**config.mk**
```make
export PLATFORM = sky130hd
export DESIGN_NAME = sorted_key_priority_queue_core
export DESIGN_NICKNAME = d
export VERILOG_FILES = /design/src/rtl/core/skpq_pkg.sv /design/src/rtl/core/skpq_datapath.sv /design/src/rtl/core/skpq_ctrl.sv /design/src/rtl/core/sorted_key_priority_queue_core.sv
export SDC_FILE = /design/constraint.sdc
export NUM_CORES = 2
export LEC_CHECK = 0
export BUFFER_PORTS_ARGS = -buffer_cell sky130_fd_sc_hd__buf_2
export CORE_MARGIN = 5
export CORE_UTILIZATION = 37
export CTS_BUF_LIST = sky130_fd_sc_hd__clkbuf_8
export DETAILED_ROUTE_END_ITERATION = 12
export PLACE_DENSITY_LB_ADDON = 0.1
export SLEW_MARGIN = 10
export SYNTH_ARGS = -nofsm -noshare
export SYNTH_HDL_FRONTEND = slang
export SYNTH_SLANG_ARGS = --single-unit
```
**constraint.sdc**
```tcl
create_clock -name clk -period 13.52 [get_ports clk]
set_input_delay 0.676 -clock clk [delete_from_list [all_inputs] [get_ports clk]]
set_output_delay 0.676 -clock clk [all_outputs]
set_load 0.02 [all_outputs]
```
**src/rtl/core/skpq_pkg.sv**
```systemverilog
// Package for the sorted key priority queue core.
// Holds operation codes, fault codes, controller states and command/status structs.
package skpq_pkg;

  localparam logic [1:0] MODE_ENQ   = 2'd0;
  localparam logic [1:0] MODE_DEQ   = 2'd1;
  localparam logic [1:0] MODE_RANGE = 2'd2;
  localparam logic [1:0] MODE_NOP   = 2'd3;

  localparam logic [1:0] FAULT_NONE  = 2'd0;
  localparam logic [1:0] FAULT_EMPTY = 2'd1;
  localparam logic [1:0] FAULT_FULL  = 2'd2;

  // Most result words one range query returns
  localparam int RESULT_LIMIT = 16;

  typedef enum logic [2:0] {
    ST_IDLE,
    ST_EXEC,
    ST_SCAN,
    ST_OUT,
    ST_DONE
  } state_t;

  // Controller to datapath
  typedef struct packed {
    logic load;      // capture the input word
    logic exec;      // apply enqueue or dequeue, build its result
    logic scan_init; // start range scan at entry 0
    logic scan_step; // advance scan pointer
    logic emit;      // put current match in output register
    logic emit_fail; // put empty-range fault in output register
  } cmd_t;

  // Datapath to controller
  typedef struct packed {
    logic is_range;
    logic is_nop;
    logic scan_end;   // pointer reached entry count
    logic scan_hit;   // current entry lies in range
    logic limit_hit;  // result limit reached
    logic any_hit;    // at least one match emitted
    logic next_hit;   // a later entry also matches (within limit)
  } status_t;

endpackage

```
**src/rtl/core/skpq_datapath.sv**
```systemverilog
// Datapath of the sorted key priority queue: sorted register table,
// parallel compare, shift insert/remove, range scan pointer and output register.
// Depends on skpq_pkg.
module skpq_datapath #(
  parameter int CAPACITY = 16
) (
  input  logic                clk,
  input  logic                rst,
  input  skpq_pkg::cmd_t      cmd,
  output skpq_pkg::status_t   status,
  input  logic [1:0]          mode,
  input  logic [31:0]         item_key,
  input  logic signed [31:0]  item_value,
  input  logic                item_has_value,
  input  logic [31:0]         range_end,
  input  logic                out_load,
  output logic                ok,
  output logic [31:0]         out_key,
  output logic signed [31:0]  out_value,
  output logic                out_has_value,
  output logic [1:0]          fault,
  output logic                last
);
  localparam int CW = $clog2(CAPACITY + 1);
  localparam int IW = $clog2(CAPACITY);
  localparam int LW = $clog2(skpq_pkg::RESULT_LIMIT + 1);

  logic [31:0] keys [CAPACITY];
  logic [31:0] vals [CAPACITY];
  logic        pres [CAPACITY];
  logic [CW-1:0] count;

  logic [1:0]  r_mode;
  logic [31:0] r_key, r_val, r_end;
  logic        r_has;

  logic [CW-1:0] ptr;
  logic [LW-1:0] nres;

  logic [CAPACITY-1:0] lt, eq, inr;
  logic [CW-1:0] pos;
  logic found;
  logic [IW-1:0] pos_i, ptr_i;

  always_ff @(posedge clk) begin
    if (cmd.load) begin
      r_mode <= mode;
      r_key  <= item_key;
      r_val  <= item_has_value ? item_value : 32'sd0;
      r_has  <= item_has_value;
      r_end  <= range_end;
    end
  end

  // Parallel compare against every live entry
  always_comb begin
    pos = '0;
    for (int i = 0; i < CAPACITY; i++) begin
      lt[i]  = (CW'(i) < count) && (keys[i] < r_key);
      eq[i]  = (CW'(i) < count) && (keys[i] == r_key);
      inr[i] = (CW'(i) < count) && (keys[i] >= r_key) && (keys[i] <= r_end);
      pos = pos + CW'(lt[i]);
    end
  end
  assign found = |eq;
  assign pos_i = pos[IW-1:0];
  assign ptr_i = ptr[IW-1:0];

  // Any match strictly after ptr
  logic later;
  always_comb begin
    later = 1'b0;
    for (int i = 0; i < CAPACITY; i++)
      if (CW'(i) > ptr) later = later | inr[i];
  end

  assign status.is_range  = (r_mode == skpq_pkg::MODE_RANGE);
  assign status.is_nop    = (r_mode != skpq_pkg::MODE_ENQ) && (r_mode != skpq_pkg::MODE_DEQ)
                            && (r_mode != skpq_pkg::MODE_RANGE);
  assign status.scan_end  = (ptr >= count);
  assign status.scan_hit  = (ptr < count) && inr[ptr_i];
  assign status.limit_hit = (nres >= LW'(skpq_pkg::RESULT_LIMIT));
  assign status.any_hit   = (nres != '0);
  assign status.next_hit  = later && ((nres + LW'(1)) < LW'(skpq_pkg::RESULT_LIMIT));

  logic is_full;
  assign is_full = (count >= CW'(CAPACITY));

  // Table update
  always_ff @(posedge clk) begin
    if (cmd.exec && r_mode == skpq_pkg::MODE_ENQ && (found || !is_full)) begin
      for (int i = 0; i < CAPACITY; i++) begin
        if (found) begin
          if (eq[i]) begin
            vals[i] <= r_val;
            pres[i] <= r_has;
          end
        end else if (CW'(i) == pos) begin
          keys[i] <= r_key;
          vals[i] <= r_val;
          pres[i] <= r_has;
        end else if (CW'(i) > pos && i > 0) begin
          keys[i] <= keys[i-1];
          vals[i] <= vals[i-1];
          pres[i] <= pres[i-1];
        end
      end
    end else if (cmd.exec && r_mode == skpq_pkg::MODE_DEQ && count != '0) begin
      for (int i = 0; i < CAPACITY - 1; i++) begin
        keys[i] <= keys[i+1];
        vals[i] <= vals[i+1];
        pres[i] <= pres[i+1];
      end
    end
  end

  always_ff @(posedge clk) begin
    if (rst) begin
      count <= '0;
    end else if (cmd.exec) begin
      if (r_mode == skpq_pkg::MODE_ENQ && !found && !is_full)
        count <= count + CW'(1);
      else if (r_mode == skpq_pkg::MODE_DEQ && count != '0)
        count <= count - CW'(1);
    end
  end

  always_ff @(posedge clk) begin
    if (cmd.scan_init) begin
      ptr  <= '0;
      nres <= '0;
    end else begin
      if (cmd.scan_step) ptr <= ptr + CW'(1);
      if (cmd.emit) nres <= nres + LW'(1);
    end
  end

  // Output register, loaded only when the output side is free
  always_ff @(posedge clk) begin
    if (out_load) begin
      if (cmd.exec) begin
        last <= 1'b1;
        if (r_mode == skpq_pkg::MODE_ENQ) begin
          if (found || !is_full) begin
            ok <= 1'b1; out_key <= r_key; out_value <= r_val;
            out_has_value <= r_has; fault <= skpq_pkg::FAULT_NONE;
          end else begin
            ok <= 1'b0; out_key <= r_key; out_value <= '0;
            out_has_value <= 1'b0; fault <= skpq_pkg::FAULT_FULL;
          end
        end else if (count != '0) begin
          ok <= 1'b1; out_key <= keys[0]; out_value <= vals[0];
          out_has_value <= pres[0]; fault <= skpq_pkg::FAULT_NONE;
        end else begin
          ok <= 1'b0; out_key <= '0; out_value <= '0;
          out_has_value <= 1'b0; fault <= skpq_pkg::FAULT_EMPTY;
        end
      end else if (cmd.emit) begin
        ok <= 1'b1; out_key <= keys[ptr_i]; out_value <= vals[ptr_i];
        out_has_value <= pres[ptr_i]; fault <= skpq_pkg::FAULT_NONE;
        last <= !status.next_hit;
      end else if (cmd.emit_fail) begin
        ok <= 1'b0; out_key <= '0; out_value <= '0;
        out_has_value <= 1'b0; fault <= skpq_pkg::FAULT_EMPTY; last <= 1'b1;
      end
    end
  end
endmodule

```
**src/rtl/core/skpq_ctrl.sv**
```systemverilog
// Controller of the sorted key priority queue: sequences load, execute and range scan,
// and owns the output valid flag. Depends on skpq_pkg.
module skpq_ctrl (
  input  logic               clk,
  input  logic               rst,
  input  logic               in_valid,
  output logic               in_stall,
  output logic               out_valid,
  input  logic               out_stall,
  output logic               out_load,
  output skpq_pkg::cmd_t     cmd,
  input  skpq_pkg::status_t  status
);
  skpq_pkg::state_t state, state_next;
  logic out_free, out_valid_next;

  assign out_free = !out_valid || !out_stall;
  assign out_load = out_free;

  always_ff @(posedge clk) begin
    if (rst) begin
      state <= skpq_pkg::ST_IDLE;
      out_valid <= 1'b0;
    end else begin
      state <= state_next;
      out_valid <= out_valid_next;
    end
  end

  always_comb begin
    state_next = state;
    cmd = '0;
    in_stall = 1'b1;
    out_valid_next = out_valid && out_stall;
    case (state)
      skpq_pkg::ST_IDLE: begin
        in_stall = 1'b0;
        if (in_valid) begin
          cmd.load = 1'b1;
          state_next = skpq_pkg::ST_EXEC;
        end
      end
      skpq_pkg::ST_EXEC: begin
        if (status.is_nop) begin
          state_next = skpq_pkg::ST_IDLE;
        end else if (status.is_range) begin
          cmd.scan_init = 1'b1;
          state_next = skpq_pkg::ST_SCAN;
        end else if (out_free) begin
          cmd.exec = 1'b1;
          out_valid_next = 1'b1;
          state_next = skpq_pkg::ST_IDLE;
        end
      end
      skpq_pkg::ST_SCAN: begin
        // one entry per cycle, held on a hit until the output is free; stop on end of table or result limit
        if (status.scan_end || status.limit_hit) begin
          if (status.any_hit) begin
            state_next = skpq_pkg::ST_IDLE;
          end else if (out_free) begin
            cmd.emit_fail = 1'b1;
            out_valid_next = 1'b1;
            state_next = skpq_pkg::ST_IDLE;
          end
        end else if (status.scan_hit) begin
          if (out_free) begin
            cmd.emit = 1'b1;
            cmd.scan_step = 1'b1;
            out_valid_next = 1'b1;
          end
        end else begin
          cmd.scan_step = 1'b1;
        end
      end
      default: state_next = skpq_pkg::ST_IDLE;
    endcase
  end
endmodule

```
**src/rtl/core/sorted_key_priority_queue_core.sv**
```systemverilog
// Sorted key priority queue core: bounded sorted table with key update.
// Enqueue/dequeue: accept, then execute once the output register is free.
// Range query: accept, scan setup, then one table entry per cycle, held on a hit until the output is free,
// and a finishing step that emits the empty-range fault when nothing matched.
// One word in flight at a time; the output register lets a result wait while the next is taken.
// Synchronous active-high reset empties the table (count to zero) and clears output valid.
module sorted_key_priority_queue_core #(
  parameter int CAPACITY = 16
) (
  input  logic               clk,
  input  logic               rst,
  input  logic               in_valid,
  output logic               in_stall,
  input  logic [1:0]         mode,
  input  logic [31:0]        item_key,
  input  logic signed [31:0] item_value,
  input  logic               item_has_value,
  input  logic [31:0]        range_end,
  output logic               out_valid,
  input  logic               out_stall,
  output logic               ok,
  output logic [31:0]        out_key,
  output logic signed [31:0] out_value,
  output logic               out_has_value,
  output logic [1:0]         fault,
  output logic               last
);
  skpq_pkg::cmd_t    cmd;
  skpq_pkg::status_t status;
  logic              out_load;

  // Sequencer: steps each word through load, execute or scan
  skpq_ctrl u_ctrl (
    .clk, .rst, .in_valid, .in_stall, .out_valid, .out_stall,
    .out_load, .cmd, .status
  );

  // Table, comparators and output register
  skpq_datapath #(.CAPACITY(CAPACITY)) u_dp (
    .clk, .rst, .cmd, .status, .mode, .item_key, .item_value, .item_has_value,
    .range_end, .out_load, .ok, .out_key, .out_value, .out_has_value, .fault, .last
  );
endmodule

```
* Word level (Yosys, flattened, before mapping)
Memories as Yosys holds them, arrays and structs flattened. A register that Yosys moved wholly into a read port is not among the register bits.
Cells that the tools add are included.
** Word-level totals
- Flip-flop bits (word level) :: 187
- Bits in writable memories :: 1040
- Memories :: 3
- Output and inout bits :: 71
- Input port bits :: 103
** Operators by class
- Reductions and logical operators :: 96
- Bitwise operators :: 137
- Mux-type cells :: 412
- Eq/ne operators :: 39
- Add/subtract/negate cells :: 19
- Magnitude comparators :: 101
** Memory list
- u_dp.keys :: words 16, width 32, read ports 17, clocked after Yosys merged registers in 1, write ports 16, RTL line skpq_datapath.sv:28 : logic [31:0] keys [CAPACITY];
- u_dp.vals :: words 16, width 32, read ports 17, clocked after Yosys merged registers in 1, write ports 16, RTL line skpq_datapath.sv:29 : logic [31:0] vals [CAPACITY];
- u_dp.pres :: words 16, width 1, read ports 17, clocked after Yosys merged registers in 1, write ports 16, RTL line skpq_datapath.sv:30 : logic pres [CAPACITY];
** Operator list (count)
- two-way mux 32 bit :: 86
- equality test 32 bit :: 16
- >= comparator 32 bit :: 16
- <= comparator 32 bit :: 16
- < comparator 32 bit :: 16
- two-way mux 1 bit :: 299
- OR 1 bit :: 137
- > comparator 4 x 5 -> 1 bit (first input constant) :: 16
- logical AND 1 bit :: 76
- adder 5 x 1 -> 5 bit :: 14
- equality test 4 x 5 -> 1 bit (first input constant) :: 8
- > comparator 3 x 5 -> 1 bit (first input constant) :: 8
- < comparator 4 x 5 -> 1 bit (first input constant) :: 8
- two-way mux 4 bit :: 6
- two-way mux 3 bit :: 7
- equality test 3 x 5 -> 1 bit (first input constant) :: 4
- > comparator 2 x 5 -> 1 bit (first input constant) :: 4
- < comparator 3 x 5 -> 1 bit (first input constant) :: 4
- two-way mux 2 bit :: 9
- OR reduction 16 bit :: 1
- adder 5 x 1 -> 5 bit (second input constant) :: 3
- > comparator 1 x 5 -> 1 bit (first input constant) :: 3
- equality test 2 x 5 -> 1 bit (first input constant) :: 2
- >= comparator 5 bit (second input constant) :: 2
- 28 further kinds :: 43

* Depth between registers and ports, before layout
An unclocked memory read counts as a cell.
- Word-level depth :: 38
- Gate-level depth with buffers :: 28
- Gate-level depth less buffers :: 26

* Cells and area by module
Synthesis repeated with hierarchy kept, for this count alone.
** Second synthesis, totals
- Cell total of the unflattened synthesis :: 8494
- Area total of the unflattened synthesis :: 90070.1 sq um
** By module, submodules not included
- skpq_datapath :: area an instance 89803.6 sq um, sequential area each 36655.2 sq um, cells an instance 8459, times used 1
- skpq_ctrl :: area an instance 266.5 sq um, sequential area each 80.1 sq um, cells an instance 35, times used 1

* Least setup slack after synthesis
No wires, ideal clock.
- Path kind :: register -> register
- Start :: register u_dp.r_key[7]
- End :: memory u_dp.pres[8] (enable)
- Buffers on the path :: 0
- Clock period less this slack :: 10.032 ns
- Setup slack :: 3.488 ns
- Data required time :: 13.090 ns
- Arrival time :: 9.602 ns
- Library setup time :: 0.430 ns
- Stages on the path, launching flop included :: 19
- Cells stage by stage :: edfxtp_1 -> inv_1 -> ha_1 -> a41oi_1 -> o21ai_0 -> a221o_1 -> o31a_1 -> or3_1 -> nand2b_1 -> fa_1 -> fa_1 -> fa_1 -> fa_1 -> fa_1 -> fa_1 -> xor2_1 -> nand2_1 -> o31ai_1 -> o21bai_1
** RTL lines
- start, declared :: RTL line skpq_datapath.sv:34 : logic [31:0] r_key, r_val, r_end;
- start signal, assigned :: RTL line skpq_datapath.sv:48 : r_key <= item_key;
- end, declared :: RTL line skpq_datapath.sv:30

==> impl_metrics.json <==
{
  "status": "finished clean",
  "slowest_stage": "nor4_1",
  "die_w_um": 504.3,
  "final_cells": 12260,
  "muxShareOfSynthArea_pct": 14.74,
  "worstPathRequired_ns": 14.27,
  "endpoint_kind": "register",
  "cts_tree": "built",
  "rsz0062_at_grt": "no",
  "setup_viol": 0,
  "finalCriticalPeriod_ns": 11.19,
  "p_clk_share_pct": 37.7,
  "h-tree-depth": 4,
  "route.detailed.drc": 0,
  "power_switching_w": 0.002888,
  "portBuffers": 173,
  "yosysUniqueCellTypes": 90,
  "drt-total-wl_um": 434200,
  "cts.clk_slew.worst_paths_ns": 0.07,
  "ir_worst_vdd_v": 0.00007861,
  "layout_common_cells": "nand2_1 (1,568), edfxtp_1 (1,208), ha_1 (1,042)",
  "die_area_sq_um": 254400,
  "max_cap_viol_count": 0,
  "clk_latency_ns": 1.08,
  "cts_root_buf": "clkbuf_8",
  "postSynthRegisterBits": 1231,
  "hpwl_um": 295100,
  "cellPowerDensity_nw_per_um2": 95.08,
  "seqPwrFrac_pct": 45.8,
  "synth_top_family_by_area": "multiplexers",
  "synth_enable_flop_cells": 1208,
  "syn_avg_cell_area_sq_um": 10.40,
  "synthXorXnorAreaFrac_pct": 0.07749,
  "syn_inst": 8691,
  "antenna_found_initial": 27,
  "row_count": 181,
  "synth-async-reset-ratio_pct": 0,
  "clock_path_buffers": 3,
  "cts.sink_count": 1231,
  "grt_max_degree": 243,
  "final.setup.tns_ns": 0,
  "worst_pin_slew_ns": 1.387,
  "initial_core_util_pct": 37.17,
  "internal_power_w": 0.006673,
  "syn_area_sq_um": 90420,
  "arrival_ns": 11.94,
  "chipHeight_um": 504.3,
  "gp_congestion": 1.035,
  "cts_made_buffers": 230,
  "drive_above_1_share_pct": 12.15,
  "ios": 174,
  "avgViaCountPerCell": 6.421,
  "critPathKind": "register to register",
  "maxSlewHeadroom_pct": 6.571,
  "final_common_cell": "nand2_1",
  "design.core.area_sq_um": 243200,
  "placedCellCount": 11720,
  "drtPass1Iterations": 6,
  "syn2layout_area_growth_pct": 11.21,
  "r2r_slack_ns": 2.33,
  "vias": 78720,
  "grtUsageTotal_pct": 32.86,
  "grt_pass1_vias": 74240,
  "synth_compound_area_share_pct": 13.79,
  "power_frac_comb_pct": 16.5,
  "ys_seq_area_share_pct": 40.63,
  "yosys_most_used_dff": "edfxtp_1",
  "cp-start-kind": "register",
  "crit_fanout": 50,
  "yosys_warnings": 0,
  "synth_simple_gate_area_share_pct": 13.08,
  "slowest_delay_ns": 1.05,
  "crit_buf_inv": 8,
  "hold_class": "input port to register",
  "drt_iter0_markers": 10010,
  "fin_crit_sh_pct": 82.79,
  "final.setup_skew_ns": 0.07667,
  "p_leak_nw": 38.03,
  "ant_nets": 0,
  "grt_pass1_wl_um": 597300,
  "synthAdderAreaFrac_pct": 14.64,
  "gr-total-overflow": 0,
  "syn_nets": 9846,
  "swShare_pct": 30.20,
  "path_delay_family": "adder cells",
  "wl_per_cell_um": 35.42,
  "hold_viol_final": 0,
  "critPathMostFrequentCell": "fa_1",
  "timing.fmax_ghz": 0.08934,
  "nNetsFinal": 10010,
  "maxSlewViolCount": 0
}
## power by group through the flow
stage	clock network, W	registers (W)	logic [W]
3_3_place_gp	0	0.00445	0.00152
6_report	0.00360	0.00438	0.00158
4_1_cts	0.00368	0.00437	0.00157
5_1_grt	0.00383	0.00438	0.00169
3_5_place_dp	0	0.00445	0.00154
2_1_floorplan	0	0.00434	0.00111
## tightest hold or removal path: stages
cell     delay [ns]
buf_2          0.07
inv_1          0.13
o22ai_1        0.18
and3b_1        0.17
## metrics by stage
step	hold WS [ns]	area, sq um	util (%)	setup WS [ns]	total power (W)
floorplan	0.4460	90420	-	3.488	0.005449
global placement	0.4656	95170	39.13	2.644	0.005973
detailed placement	0.4775	95170	39.13	2.609	0.005990
CTS	0.1066	100500	41.33	2.544	0.009621
global route	0.2199	100500	41.33	2.108	0.009901
finish	0.2185	100600	41.34	2.327	0.009561
## per-layer routing
layer | GRT usage (%) | vias to the layer above | part of all wire (%)
met3 | 6.361 | 910 | 8.8
met2 | 49.92 | 4454 | 44
li1 | - | 33780 | -
met5 | 0 | - | 0.018
met4 | 15.23 | 10 | 5.5
met1 | 45.30 | 39570 | 42
## state kept, by name, indices dropped and copies added (netlist names), 16 cells and up, named ones only
| register | flops |
|---|---|
| u_dp.out_key | 32 |
| u_dp.r_end | 32 |
| u_dp.pres | 16 |
| u_dp.r_val | 32 |
| u_dp.r_key | 32 |
| u_dp.vals | 512 |
| u_dp.out_value | 32 |
| u_dp.keys | 512 |
## cell usage after synthesis, drive strengths merged (8+ instances only)
| cell type | number | area [sq um] |
|---|---|---|
| mux4 | 325 | 7320 |
| or3 | 16 | 100.1 |
| nor2b | 48 | 300.3 |
| fa | 10 | 200.2 |
| a221oi | 16 | 140.1 |
| inv | 133 | 499.2 |
| and4 | 22 | 192.7 |
| a221o | 13 | 130.1 |
| o21ai | 949 | 4753 |
| mux2i | 599 | 5996 |
| nand2 | 1585 | 5959 |
| nand2b | 16 | 100.1 |
| o221ai | 35 | 306.5 |
| o31ai | 11 | 82.58 |
| nor2 | 253 | 962.2 |
| ha | 1042 | 13040 |
| or2 | 12 | 75.08 |
| o21a | 22 | 165.2 |
| a211oi | 32 | 245.2 |
| a21o | 120 | 900.9 |
| a21oi | 488 | 2442 |
| o21bai | 11 | 82.58 |
| o22ai | 43 | 269.0 |
| a2111oi | 18 | 157.7 |
| a22oi | 118 | 885.9 |
| o211ai | 107 | 803.3 |
| and2 | 44 | 275.3 |
| a21boi | 10 | 75.07 |
| dfxtp | 23 | 460.4 |
| a211o | 8 | 70.07 |
| and3 | 15 | 93.84 |
| nor4 | 62 | 402.9 |
| buf | 132 | 679.4 |
| or4 | 15 | 112.6 |
| edfxtp | 1208 | 36270 |
| nor3 | 48 | 250.2 |
| clkbuf | 418 | 1569 |
| nand3 | 271 | 1356 |
| a31oi | 85 | 531.8 |
| nand4 | 227 | 1420 |
## kinds of logic after synthesis
kind of cell | after synthesis
multiplexers | 925
XOR/XNOR | 8
buffers and inverters | 683
adder cells (fa/ha/maj) | 1052
AO/OA/AOI/OAI | 2131
AND/OR/NAND/NOR | 2660
other | 1
flip-flops | 1231
## timing repair
action	4_1_cts	5_1_grt
gates resized for setup	0	0
hold endpoints to repair	106	0
hold buffers	100	0
setup buffers	0	0
## final timing paths
kind | from | endpoint | depth (start not counted)
worst max-delay path | u_dp.r_key[27] | u_dp.vals[12][5] | 29
worst min-delay path | in_valid | u_ctrl.state[0] | 4
worst max register to register | u_dp.r_key[27] | u_dp.vals[12][5] | 29
worst min register to register | u_dp.nres[3] | u_dp.nres[3] | 1
## cell type report
cell class,instances,area [sq um]
inverter,133,499.2
sequential,1231,36750
clock buffer,231,3179
fill,23650,142700
tap,3202,4006
timing repair buffer,481,3491
multi-input combinational,6777,51430
clock inverter,195,1172
antenna,9,22.52
(Power assumes the default switching activity.)
